`config.mk`:
```
export PLATFORM = sky130hd
export DESIGN_NAME = i2c_master_transaction_sequencer_top
export DESIGN_NICKNAME = d
export VERILOG_FILES = /design/src/hw/rtl/i2cseq_pkg.sv /design/src/hw/rtl/i2cseq_ram.sv /design/src/hw/rtl/i2cseq_front.sv /design/src/hw/rtl/i2cseq_back.sv /design/src/hw/rtl/i2c_master_transaction_sequencer_top.sv
export SDC_FILE = /design/constraint.sdc
export NUM_CORES = 2
export LEC_CHECK = 0
export BUFFER_PORTS_ARGS = -buffer_cell sky130_fd_sc_hd__buf_2
export CELL_PAD_IN_SITES_DETAIL_PLACEMENT = 1
export CELL_PAD_IN_SITES_GLOBAL_PLACEMENT = 1
export CORE_MARGIN = 1.5
export CORE_UTILIZATION = 55
export DETAILED_ROUTE_END_ITERATION = 10
export GPL_TIMING_DRIVEN = 0
export PLACE_DENSITY_LB_ADDON = 0.1
export SYNTH_ARGS = -nofsm -noshare
export SYNTH_HDL_FRONTEND = slang
export SYNTH_HIERARCHICAL = 1
export SYNTH_SLANG_ARGS = --single-unit
```
`constraint.sdc`:
```
create_clock -name clock -period 9 [get_ports clock]
set_input_delay 0.9 -clock clock [delete_from_list [all_inputs] [get_ports clock]]
set_output_delay 0.9 -clock clock [all_outputs]
set_load 0.05 [all_outputs]
```
`src/hw/rtl/i2cseq_pkg.sv`:
```
// Shared types and constants for the I2C master transaction sequencer.
// Used by the front end, back end, top and checker; depends on nothing.
package i2cseq_pkg;

   localparam int MAX_BYTES_DEFAULT = 256;
   localparam int QUEUE_DEPTH       = 4;

   localparam int RATE_W          = 10;
   localparam int RATE_RESET_KHZ  = 100;
   localparam int RATE_SLOW_KHZ   = 50;
   localparam int RATE_MID_KHZ    = 100;
   localparam int CSR_ADDR_W      = 3;
   localparam int CSR_DATA_W      = 32;

   localparam logic CSR_IDX_RATE_KHZ = 1'b0;

   localparam logic [1:0] DIV_100K = 2'd0;
   localparam logic [1:0] DIV_50K  = 2'd1;
   localparam logic [1:0] DIV_25K  = 2'd2;

   localparam logic [1:0] MODE_UNSPEC = 2'd0;
   localparam logic [1:0] BUS_MAX     = 2'd1;

   localparam int EVF_DATA = 0;
   localparam int EVF_ADDR = 1;
   localparam int EVF_STOP = 2;

   typedef enum logic [1:0] {
      ACT_LOAD    = 2'd0,
      ACT_START   = 2'd1,
      ACT_EVENT   = 2'd2,
      ACT_TIMEOUT = 2'd3
   } action_type;

   typedef enum logic [2:0] {
      CMD_NONE  = 3'd0,
      CMD_ADDR  = 3'd1,
      CMD_ACK   = 3'd2,
      CMD_NOACK = 3'd3,
      CMD_STOP  = 3'd4
   } cmd_type;

   typedef enum logic [2:0] {
      ST_OK      = 3'd0,
      ST_NORESP  = 3'd1,
      ST_ABORT   = 3'd2,
      ST_TIMEOUT = 3'd3,
      ST_BADMODE = 3'd4,
      ST_BADBUS  = 3'd5
   } status_type;

   typedef struct packed {
      action_type  action;
      logic        is_read;
      logic [1:0]  transfer_mode;
      logic [1:0]  bus_select;
      logic [6:0]  device_address;
      logic [7:0]  sub_address;
      logic [8:0]  byte_count;
      logic [7:0]  buffer_index;
      logic [7:0]  data_byte;
      logic [2:0]  event_flags;
      logic        last_acked;
   } req_payload_type;

   typedef struct packed {
      logic [4:0]  mode_value;
      logic [7:0]  address_value;
      logic [7:0]  subaddress_value;
      cmd_type     command;
      logic        tx_valid;
      logic [7:0]  tx_byte;
      logic        rx_valid;
      logic [7:0]  rx_byte;
      logic        done_res;
      status_type  status;
      logic [8:0]  bytes_done;
   } rsp_payload_type;

   typedef struct packed {
      logic            valid;
      logic            tx_read;
      rsp_payload_type res;
   } front_res_type;

   typedef struct packed {
      logic full;
   } back_status_type;

endpackage

```
`src/hw/rtl/i2cseq_ram.sv`:
```
// Generic single-write, single-read RAM with registered read data.
// Stands alone; no package needed.
module i2cseq_ram #(
   parameter int WIDTH = 8,
   parameter int DEPTH = 256
) (
   input  logic                             clock,
   input  logic                             we,
   input  logic [$clog2(DEPTH > 1 ? DEPTH : 2)-1:0] waddr,
   input  logic [WIDTH-1:0]                 wdata,
   input  logic [$clog2(DEPTH > 1 ? DEPTH : 2)-1:0] raddr,
   output logic [WIDTH-1:0]                 rdata
);

   logic [WIDTH-1:0] mem_ff [DEPTH];
   logic [WIDTH-1:0] rdata_ff;

   always_ff @(posedge clock) begin
      if (we) begin
         mem_ff[waddr] <= wdata;
      end
      rdata_ff <= mem_ff[raddr];
   end

   assign rdata = rdata_ff;

endmodule

```
`src/hw/rtl/i2cseq_front.sv`:
```
// Front end: accepts transactions, holds the rate register and sequencing state,
// decides each result and drives the write store. Depends on i2cseq_pkg.
module i2cseq_front #(
   parameter int MAX_BYTES = i2cseq_pkg::MAX_BYTES_DEFAULT,
   localparam int AW = $clog2(MAX_BYTES > 1 ? MAX_BYTES : 2)
) (
   input  logic                              clock,
   input  logic                              reset,
   input  logic                              req_valid,
   output logic                              req_stall,
   input  i2cseq_pkg::req_payload_type       req_payload,
   input  logic                              csr_psel,
   input  logic                              csr_penable,
   input  logic                              csr_pwrite,
   input  logic [i2cseq_pkg::CSR_ADDR_W-1:0] csr_paddr,
   input  logic [i2cseq_pkg::CSR_DATA_W-1:0] csr_pwdata,
   output logic [i2cseq_pkg::CSR_DATA_W-1:0] csr_prdata,
   output logic                              csr_pready,
   input  i2cseq_pkg::back_status_type       back_status,
   output i2cseq_pkg::front_res_type         front_res,
   output logic                              ram_we,
   output logic [AW-1:0]                     ram_waddr,
   output logic [7:0]                        ram_wdata,
   output logic [AW-1:0]                     ram_raddr
);

   localparam int CNT_W = $clog2(MAX_BYTES + 1);

   logic [i2cseq_pkg::RATE_W-1:0] rate_khz_ff;
   logic                          in_progress_ff, in_progress_in;
   logic                          read_direction_ff, read_direction_in;
   logic [CNT_W-1:0]              total_count_ff, total_count_in;
   logic [CNT_W-1:0]              next_index_ff, next_index_in;
   i2cseq_pkg::status_type        result_code_ff, result_code_in;
   logic                          stop_seen_ff, stop_seen_in;

   logic                          accept;
   logic                          csr_write;
   logic [1:0]                    divider;
   logic [CNT_W-1:0]              count_sat;
   logic [CNT_W-1:0]              tx_index;
   i2cseq_pkg::front_res_type     res;

   assign req_stall  = back_status.full;
   assign accept     = req_valid && !req_stall;
   assign csr_pready = 1'b1;
   assign csr_write  = csr_psel && csr_penable && csr_pwrite && csr_pready;
   assign csr_prdata = (csr_paddr[2] == i2cseq_pkg::CSR_IDX_RATE_KHZ)
                       ? i2cseq_pkg::CSR_DATA_W'(rate_khz_ff) : '0;

   always_comb begin
      if (32'(rate_khz_ff) < 32'(i2cseq_pkg::RATE_SLOW_KHZ)) begin
         divider = i2cseq_pkg::DIV_25K;
      end else if (32'(rate_khz_ff) < 32'(i2cseq_pkg::RATE_MID_KHZ)) begin
         divider = i2cseq_pkg::DIV_50K;
      end else begin
         divider = i2cseq_pkg::DIV_100K;
      end
      if (32'(req_payload.byte_count) > 32'(MAX_BYTES)) begin
         count_sat = CNT_W'(MAX_BYTES);
      end else begin
         count_sat = CNT_W'(req_payload.byte_count);
      end
   end

   always_comb begin
      in_progress_in    = in_progress_ff;
      read_direction_in = read_direction_ff;
      total_count_in    = total_count_ff;
      next_index_in     = next_index_ff;
      result_code_in    = result_code_ff;
      stop_seen_in      = stop_seen_ff;
      tx_index          = next_index_ff;
      res               = '0;
      res.res.command   = i2cseq_pkg::CMD_NONE;
      res.res.status    = i2cseq_pkg::ST_OK;

      case (req_payload.action)
         i2cseq_pkg::ACT_LOAD: begin
         end
         i2cseq_pkg::ACT_START: begin
            in_progress_in = 1'b0;
            res.valid      = 1'b1;
            if (req_payload.transfer_mode == i2cseq_pkg::MODE_UNSPEC) begin
               res.res.done_res = 1'b1;
               res.res.status   = i2cseq_pkg::ST_BADMODE;
            end else if (req_payload.bus_select > i2cseq_pkg::BUS_MAX) begin
               res.res.done_res = 1'b1;
               res.res.status   = i2cseq_pkg::ST_BADBUS;
            end else begin
               in_progress_in    = 1'b1;
               read_direction_in = req_payload.is_read;
               total_count_in    = count_sat;
               next_index_in     = '0;
               result_code_in    = i2cseq_pkg::ST_OK;
               stop_seen_in      = 1'b0;
               res.res.mode_value = {req_payload.bus_select[0],
                                     req_payload.transfer_mode, divider};
               res.res.address_value    = {req_payload.device_address,
                                           req_payload.is_read};
               res.res.subaddress_value = req_payload.sub_address;
               res.res.command          = i2cseq_pkg::CMD_ADDR;
            end
         end
         i2cseq_pkg::ACT_TIMEOUT: begin
            if (in_progress_ff) begin
               res.valid        = 1'b1;
               in_progress_in   = 1'b0;
               res.res.done_res = 1'b1;
               res.res.bytes_done = 9'(next_index_ff);
               if (result_code_ff == i2cseq_pkg::ST_OK && !stop_seen_ff) begin
                  res.res.status = i2cseq_pkg::ST_TIMEOUT;
               end else begin
                  res.res.status = result_code_ff;
               end
            end
         end
         i2cseq_pkg::ACT_EVENT: begin
            if (in_progress_ff) begin
               res.valid = 1'b1;
               if (read_direction_ff) begin
                  if (req_payload.event_flags[i2cseq_pkg::EVF_ADDR]) begin
                     if (req_payload.last_acked) begin
                        res.res.command = (total_count_ff > CNT_W'(1))
                                          ? i2cseq_pkg::CMD_ACK : i2cseq_pkg::CMD_NOACK;
                     end else begin
                        result_code_in = i2cseq_pkg::ST_NORESP;
                     end
                  end
                  if (req_payload.event_flags[i2cseq_pkg::EVF_DATA]) begin
                     if (next_index_in < total_count_ff) begin
                        res.res.rx_valid = 1'b1;
                        res.res.rx_byte  = req_payload.data_byte;
                        next_index_in    = next_index_in + CNT_W'(1);
                     end
                     if (next_index_in < total_count_ff) begin
                        res.res.command = ((CNT_W+1)'(next_index_in) + (CNT_W+1)'(1)
                                           >= (CNT_W+1)'(total_count_ff))
                                          ? i2cseq_pkg::CMD_NOACK : i2cseq_pkg::CMD_ACK;
                     end
                  end
               end else begin
                  if (req_payload.event_flags[i2cseq_pkg::EVF_ADDR]) begin
                     if (req_payload.last_acked) begin
                        if (next_index_in < total_count_ff) begin
                           res.tx_read      = 1'b1;
                           res.res.tx_valid = 1'b1;
                           tx_index         = next_index_in;
                           next_index_in    = next_index_in + CNT_W'(1);
                        end else begin
                           res.res.command = i2cseq_pkg::CMD_STOP;
                        end
                     end else begin
                        result_code_in = i2cseq_pkg::ST_NORESP;
                     end
                  end
                  if (req_payload.event_flags[i2cseq_pkg::EVF_DATA]) begin
                     if (req_payload.last_acked) begin
                        if (next_index_in < total_count_ff) begin
                           res.tx_read      = 1'b1;
                           res.res.tx_valid = 1'b1;
                           tx_index         = next_index_in;
                           next_index_in    = next_index_in + CNT_W'(1);
                        end else begin
                           res.res.command = i2cseq_pkg::CMD_STOP;
                        end
                     end else begin
                        result_code_in = i2cseq_pkg::ST_ABORT;
                     end
                  end
               end
               if (req_payload.event_flags[i2cseq_pkg::EVF_STOP]) begin
                  stop_seen_in     = 1'b1;
                  in_progress_in   = 1'b0;
                  res.res.done_res = 1'b1;
               end
               res.res.status     = result_code_in;
               res.res.bytes_done = 9'(next_index_in);
            end
         end
         default: begin
         end
      endcase
   end

   assign front_res.valid   = accept && res.valid;
   assign front_res.tx_read = res.tx_read;
   assign front_res.res     = res.res;

   assign ram_we    = accept && (req_payload.action == i2cseq_pkg::ACT_LOAD)
                      && (32'(req_payload.buffer_index) < 32'(MAX_BYTES));
   assign ram_waddr = AW'(req_payload.buffer_index);
   assign ram_wdata = req_payload.data_byte;
   assign ram_raddr = AW'(tx_index);

   always_ff @(posedge clock) begin
      if (reset) begin
         rate_khz_ff       <= i2cseq_pkg::RATE_W'(i2cseq_pkg::RATE_RESET_KHZ);
         in_progress_ff    <= 1'b0;
         read_direction_ff <= 1'b0;
         total_count_ff    <= '0;
         next_index_ff     <= '0;
         result_code_ff    <= i2cseq_pkg::ST_OK;
         stop_seen_ff      <= 1'b0;
      end else begin
         if (csr_write && csr_paddr[2] == i2cseq_pkg::CSR_IDX_RATE_KHZ) begin
            rate_khz_ff <= csr_pwdata[i2cseq_pkg::RATE_W-1:0];
         end
         if (accept) begin
            in_progress_ff    <= in_progress_in;
            read_direction_ff <= read_direction_in;
            total_count_ff    <= total_count_in;
            next_index_ff     <= next_index_in;
            result_code_ff    <= result_code_in;
            stop_seen_ff      <= stop_seen_in;
         end
      end
   end

endmodule

```
`src/hw/rtl/i2cseq_back.sv`:
```
// Back end: stages front results, merges the write-store byte and queues
// transactions for the result channel. Depends on i2cseq_pkg.
module i2cseq_back (
   input  logic                          clock,
   input  logic                          reset,
   input  i2cseq_pkg::front_res_type     front_res,
   input  logic [7:0]                    ram_rdata,
   output i2cseq_pkg::back_status_type   back_status,
   output logic                          rsp_valid,
   input  logic                          rsp_stall,
   output i2cseq_pkg::rsp_payload_type   rsp_payload
);

   localparam int PTR_W = $clog2(i2cseq_pkg::QUEUE_DEPTH);
   localparam int CNT_W = $clog2(i2cseq_pkg::QUEUE_DEPTH + 1);

   logic                          pipe_valid_ff;
   logic                          pipe_txrd_ff;
   i2cseq_pkg::rsp_payload_type   pipe_res_ff;
   i2cseq_pkg::rsp_payload_type   queue_ff [i2cseq_pkg::QUEUE_DEPTH];
   logic [PTR_W-1:0]              wr_ptr_ff, rd_ptr_ff;
   logic [CNT_W-1:0]              count_ff, count_in;
   i2cseq_pkg::rsp_payload_type   push_res;
   logic                          push, pop;

   always_comb begin
      push_res         = pipe_res_ff;
      push_res.tx_byte = pipe_txrd_ff ? ram_rdata : 8'd0;
   end

   assign push      = pipe_valid_ff;
   assign pop       = rsp_valid && !rsp_stall;
   assign rsp_valid = (count_ff != '0);
   assign rsp_payload = queue_ff[rd_ptr_ff];

   assign count_in = count_ff + CNT_W'(push) - CNT_W'(pop);
   assign back_status.full = ((CNT_W+1)'(count_ff) + (CNT_W+1)'(pipe_valid_ff))
                             >= (CNT_W+1)'(i2cseq_pkg::QUEUE_DEPTH);

   always_ff @(posedge clock) begin
      pipe_res_ff  <= front_res.res;
      pipe_txrd_ff <= front_res.tx_read;
      if (push) begin
         queue_ff[wr_ptr_ff] <= push_res;
      end
   end

   always_ff @(posedge clock) begin
      if (reset) begin
         pipe_valid_ff <= 1'b0;
         wr_ptr_ff     <= '0;
         rd_ptr_ff     <= '0;
         count_ff      <= '0;
      end else begin
         pipe_valid_ff <= front_res.valid;
         count_ff      <= count_in;
         if (push) begin
            wr_ptr_ff <= wr_ptr_ff + PTR_W'(1);
         end
         if (pop) begin
            rd_ptr_ff <= rd_ptr_ff + PTR_W'(1);
         end
      end
   end

endmodule

```
`src/hw/rtl/i2c_master_transaction_sequencer_top.sv`:
```
// Path: an accepted transaction's result is registered in the back-end pipe stage,
// then written to the result queue, from which rsp offers it.
// Throughput: one transaction per cycle while req_stall is low, set by the single
// write-store read port; the four-entry result queue lets req proceed while rsp stalls.
// Reset: synchronous; clears sequencing state and the queue, rate_khz returns to 100.
// The write store is not cleared; entries hold nothing defined until loaded.
module i2c_master_transaction_sequencer_top #(
   parameter int MAX_BYTES = i2cseq_pkg::MAX_BYTES_DEFAULT
) (
   input  logic                              clock,
   input  logic                              reset,
   input  logic                              req_valid,
   output logic                              req_stall,
   input  i2cseq_pkg::req_payload_type       req_payload,
   output logic                              rsp_valid,
   input  logic                              rsp_stall,
   output i2cseq_pkg::rsp_payload_type       rsp_payload,
   input  logic                              csr_psel,
   input  logic                              csr_penable,
   input  logic                              csr_pwrite,
   input  logic [i2cseq_pkg::CSR_ADDR_W-1:0] csr_paddr,
   input  logic [i2cseq_pkg::CSR_DATA_W-1:0] csr_pwdata,
   output logic [i2cseq_pkg::CSR_DATA_W-1:0] csr_prdata,
   output logic                              csr_pready
);

   localparam int AW = $clog2(MAX_BYTES > 1 ? MAX_BYTES : 2);

   i2cseq_pkg::front_res_type   front_res;
   i2cseq_pkg::back_status_type back_status;
   logic                        ram_we;
   logic [AW-1:0]               ram_waddr;
   logic [7:0]                  ram_wdata;
   logic [AW-1:0]               ram_raddr;
   logic [7:0]                  ram_rdata;

   i2cseq_front #(.MAX_BYTES(MAX_BYTES)) u_front (
      .clock       (clock),
      .reset       (reset),
      .req_valid   (req_valid),
      .req_stall   (req_stall),
      .req_payload (req_payload),
      .csr_psel    (csr_psel),
      .csr_penable (csr_penable),
      .csr_pwrite  (csr_pwrite),
      .csr_paddr   (csr_paddr),
      .csr_pwdata  (csr_pwdata),
      .csr_prdata  (csr_prdata),
      .csr_pready  (csr_pready),
      .back_status (back_status),
      .front_res   (front_res),
      .ram_we      (ram_we),
      .ram_waddr   (ram_waddr),
      .ram_wdata   (ram_wdata),
      .ram_raddr   (ram_raddr)
   );

   i2cseq_ram #(.WIDTH(8), .DEPTH(MAX_BYTES)) u_store (
      .clock (clock),
      .we    (ram_we),
      .waddr (ram_waddr),
      .wdata (ram_wdata),
      .raddr (ram_raddr),
      .rdata (ram_rdata)
   );

   i2cseq_back u_back (
      .clock       (clock),
      .reset       (reset),
      .front_res   (front_res),
      .ram_rdata   (ram_rdata),
      .back_status (back_status),
      .rsp_valid   (rsp_valid),
      .rsp_stall   (rsp_stall),
      .rsp_payload (rsp_payload)
   );

endmodule

```
==> results.sh <==
export IMPL_cts_tree="yes"
export IMPL_netlist_area_um2=93600
export IMPL_grt_pass1_wl_um=406000
export IMPL_start_kind="register"
export IMPL_post_route_period_util_pct=98.8
export IMPL_setup_viol_count_final=0
export IMPL_holdWs_ns=0.236
export IMPL_hold_viol_final=0
export IMPL_coreArea_um2=169000
export IMPL_max_vdd_ir_drop_v=0.000186
export IMPL_hold_buffers=0
export IMPL_grt_start_max_net_pins=153
export IMPL_critPathLaunch="u_front/total_count_ff[4]"
export IMPL_grt_usage_pct=34.0
export IMPL_hold_path_class="in -> reg"
export IMPL_final_cell_area_um2=105000
export IMPL_area_delta_synth_final_pct=12.4
export IMPL_die_h_um=416
export IMPL_syn_inst=4758
export IMPL_gp_congestion=0.960
export IMPL_clkLatencyLatePin_ns=0.89
export IMPL_ant_nets=0
export IMPL_drc=0
export IMPL_violations="max-capacitance violations, max-slew violations"
export IMPL_final_nets=5301
export IMPL_path_class="reg -> reg"
export IMPL_outcome="finished with violations"
export IMPL_gr_total_overflow=0
export IMPL_cts_made_buffers=232
export IMPL_period_needed_ns=8.89
export IMPL_max_freq_mhz=112
export IMPL_pin_count=183
export IMPL_port_buffers=126
export IMPL_cp_arrival_ns=9.55
export IMPL_slew_viol_final=11
export IMPL_dpl_cell_area_um2=97700
export IMPL_pwr_share_clk_pct=41.5
export IMPL_worstMarginPinSlew_ns=1.59
export IMPL_dp_hpwl_um=197000
export IMPL_root_buffer="clkbuf_16"
export IMPL_endpoint_kind="register"
export IMPL_yosys_warnings=6
export IMPL_drt_iter0_drc=6768
export IMPL_drive_gt1_share_pct=22.7
export IMPL_grt_pass1_vias=52000
export IMPL_via_per_inst=6.80
export IMPL_place_ws_ns=-0.587
export IMPL_cts_buffer_depth=3
export IMPL_relSlewSlack_pct=-6.28
export IMPL_max_cap_violations=1
export IMPL_p_per_area_nw_per_um2=216
export IMPL_cts_sinks=2368
export IMPL_wl_um=291000
export IMPL_rows=151
export IMPL_die_w_um=416
export IMPL_swShare_pct=22.1
export IMPL_timing_rr_start="u_front/total_count_ff[4]"
export IMPL_h_tree_depth=4
export IMPL_fin_ws_ns=0.108
export IMPL_firstDrtPassIters=8
export IMPL_avgRoutedWirePerCell_um=38.5
export IMPL_dieArea_um2=173000
export IMPL_p_comb_share_pct=5.2
export IMPL_syn_mean_instance_area_um2=19.7
export IMPL_power_switching_w=0.00502
export IMPL_p_int_w=0.0177
export IMPL_path_clk_slew_ns=0.06
export IMPL_power_leakage_nw=32.5
export IMPL_seq_power_share_pct=53.3
export IMPL_grt_antenna_before_repair=6
export IMPL_start_util_pct=55.3
export IMPL_worst_path_max_fanout=10
export IMPL_finClkSkew_ns=0.0285
export IMPL_worstPathRequired_ns=9.66
export IMPL_vias=51500
export IMPL_hp_start="req_payload[38]"
[through the flow]
stage                     std cells  TNS [ns]  power (W)  utilization [%]
after floorplan                4779         0     0.0131                -
after global placement         7123     -1.88     0.0135             57.4
after detailed placement       7140     -2.40     0.0135             57.7
after CTS                      7571         0     0.0228             62.1
after global routing           7573   -0.0448     0.0232             62.1
final                          7576         0     0.0227             62.2
[worst max-delay path, cell delays in order (launching register included)]
cell       delay, ns
dfxtp_1         0.36
inv_1           0.15
ha_1            0.35
o21a_1          0.18
o2111ai_2       0.19
o21ai_1         0.32
buf_2           0.31
nor3_1          0.10
xnor2_1         0.48
ha_1            0.35
and4_1          0.25
nand3_1         0.12
a21oi_1         0.09
mux2i_1         0.29
and2_1          0.28
nand2_1         0.21
mux2_2          0.28
buf_2           0.18
buf_4           0.39
buf_2           0.37
buf_1           0.96
mux4_2          0.42
a22oi_1         0.54
a21oi_1         0.15
nor4_1          1.04
nor4_2          0.25
[power groups by stage]
| stage | logic (W) | clock network (W) | registers [W] |
|---|---|---|---|
| 2_1_floorplan | 0.000779 | 0 | 0.0123 |
| 3_3_place_gp | 0.00113 | 0 | 0.0124 |
| 3_5_place_dp | 0.00118 | 0 | 0.0123 |
| 4_1_cts | 0.00118 | 0.00952 | 0.0121 |
| 5_1_grt | 0.00124 | 0.00987 | 0.0121 |
| 6_report | 0.00119 | 0.00942 | 0.0121 |
[path summary, 6_finish.rpt]
| kind | cells after the start | end | slack, ns |
|---|---|---|---|
| setup reg to reg | 25 | u_store/rdata[0] | 0.11 |
| hold reg to reg | 0 | u_back/queue_ff[2][6] | 0.46 |
| hold / removal | 2 | u_back/pipe_res_ff[44] | 0.24 |
| setup / recovery | 25 | u_store/rdata[0] | 0.11 |
[per-layer routing]
metal	track usage [%]	vias to the layer above	wire, um
li1	-	20300	-
met1	45.8	27300	107000
met2	52.3	3262	136000
met3	7.87	640	31300
met4	17.6	6	17000
met5	0	-	47
[what timing repair did]
item | 4_1_cts | 5_1_grt
endpoints found under the setup margin | 5 | 7
endpoints found under the hold margin | 0 | 0
gates resized for setup | 11 | 46
buffers inserted | 0 | 3
pin swaps | 0 | 1
[registers in the layout, summed over array words and instances (netlist names), named ones only]
register and count:
u_back/pipe_res_ff 47, u_back/pipe_valid_ff 1, u_front/result_code_ff 3, u_front/stop_seen_ff 1, u_front/total_count_ff 9, u_front/read_direction_ff 1, u_front/rate_khz_ff 10, u_back/rd_ptr_ff 2
u_store/rdata 8, u_front/next_index_ff 9, u_back/pipe_txrd_ff 1, u_back/queue_ff 220, u_back/count_ff 3, u_front/in_progress_ff 1, u_back/wr_ptr_ff 2, u_store/mem_ff 2048
[cell usage in the layout (no fill, tap or decap), drive strengths merged, types with 29 or more instances in the layout]
master     n
nor3      39
o221ai    47
dfxtp    100
nand3     52
edfxtp  2268
nor2     334
nor2b     51
clkinv    90
a21oi    153
and2      56
nor4      30
ha        49
o22ai     29
mux4     511
buf      322
a22oi    135
inv       36
clkbuf   444
mux2i    142
nand2    110
o21ai     33
[layout make-up]
class,count,area [um2]
Sequential cell,2368,70100
Fill cell,14200,64100
Multi-Input combinational cell,2067,21600
Clock buffer,311,6330
Tap cell,2218,2780
Buffer,315,2150
Timing Repair Buffer,146,1110
Clock inverter,120,1010
Inverter,28,105
Antenna cell,3,7.51
(Power assumes the default switching activity.)
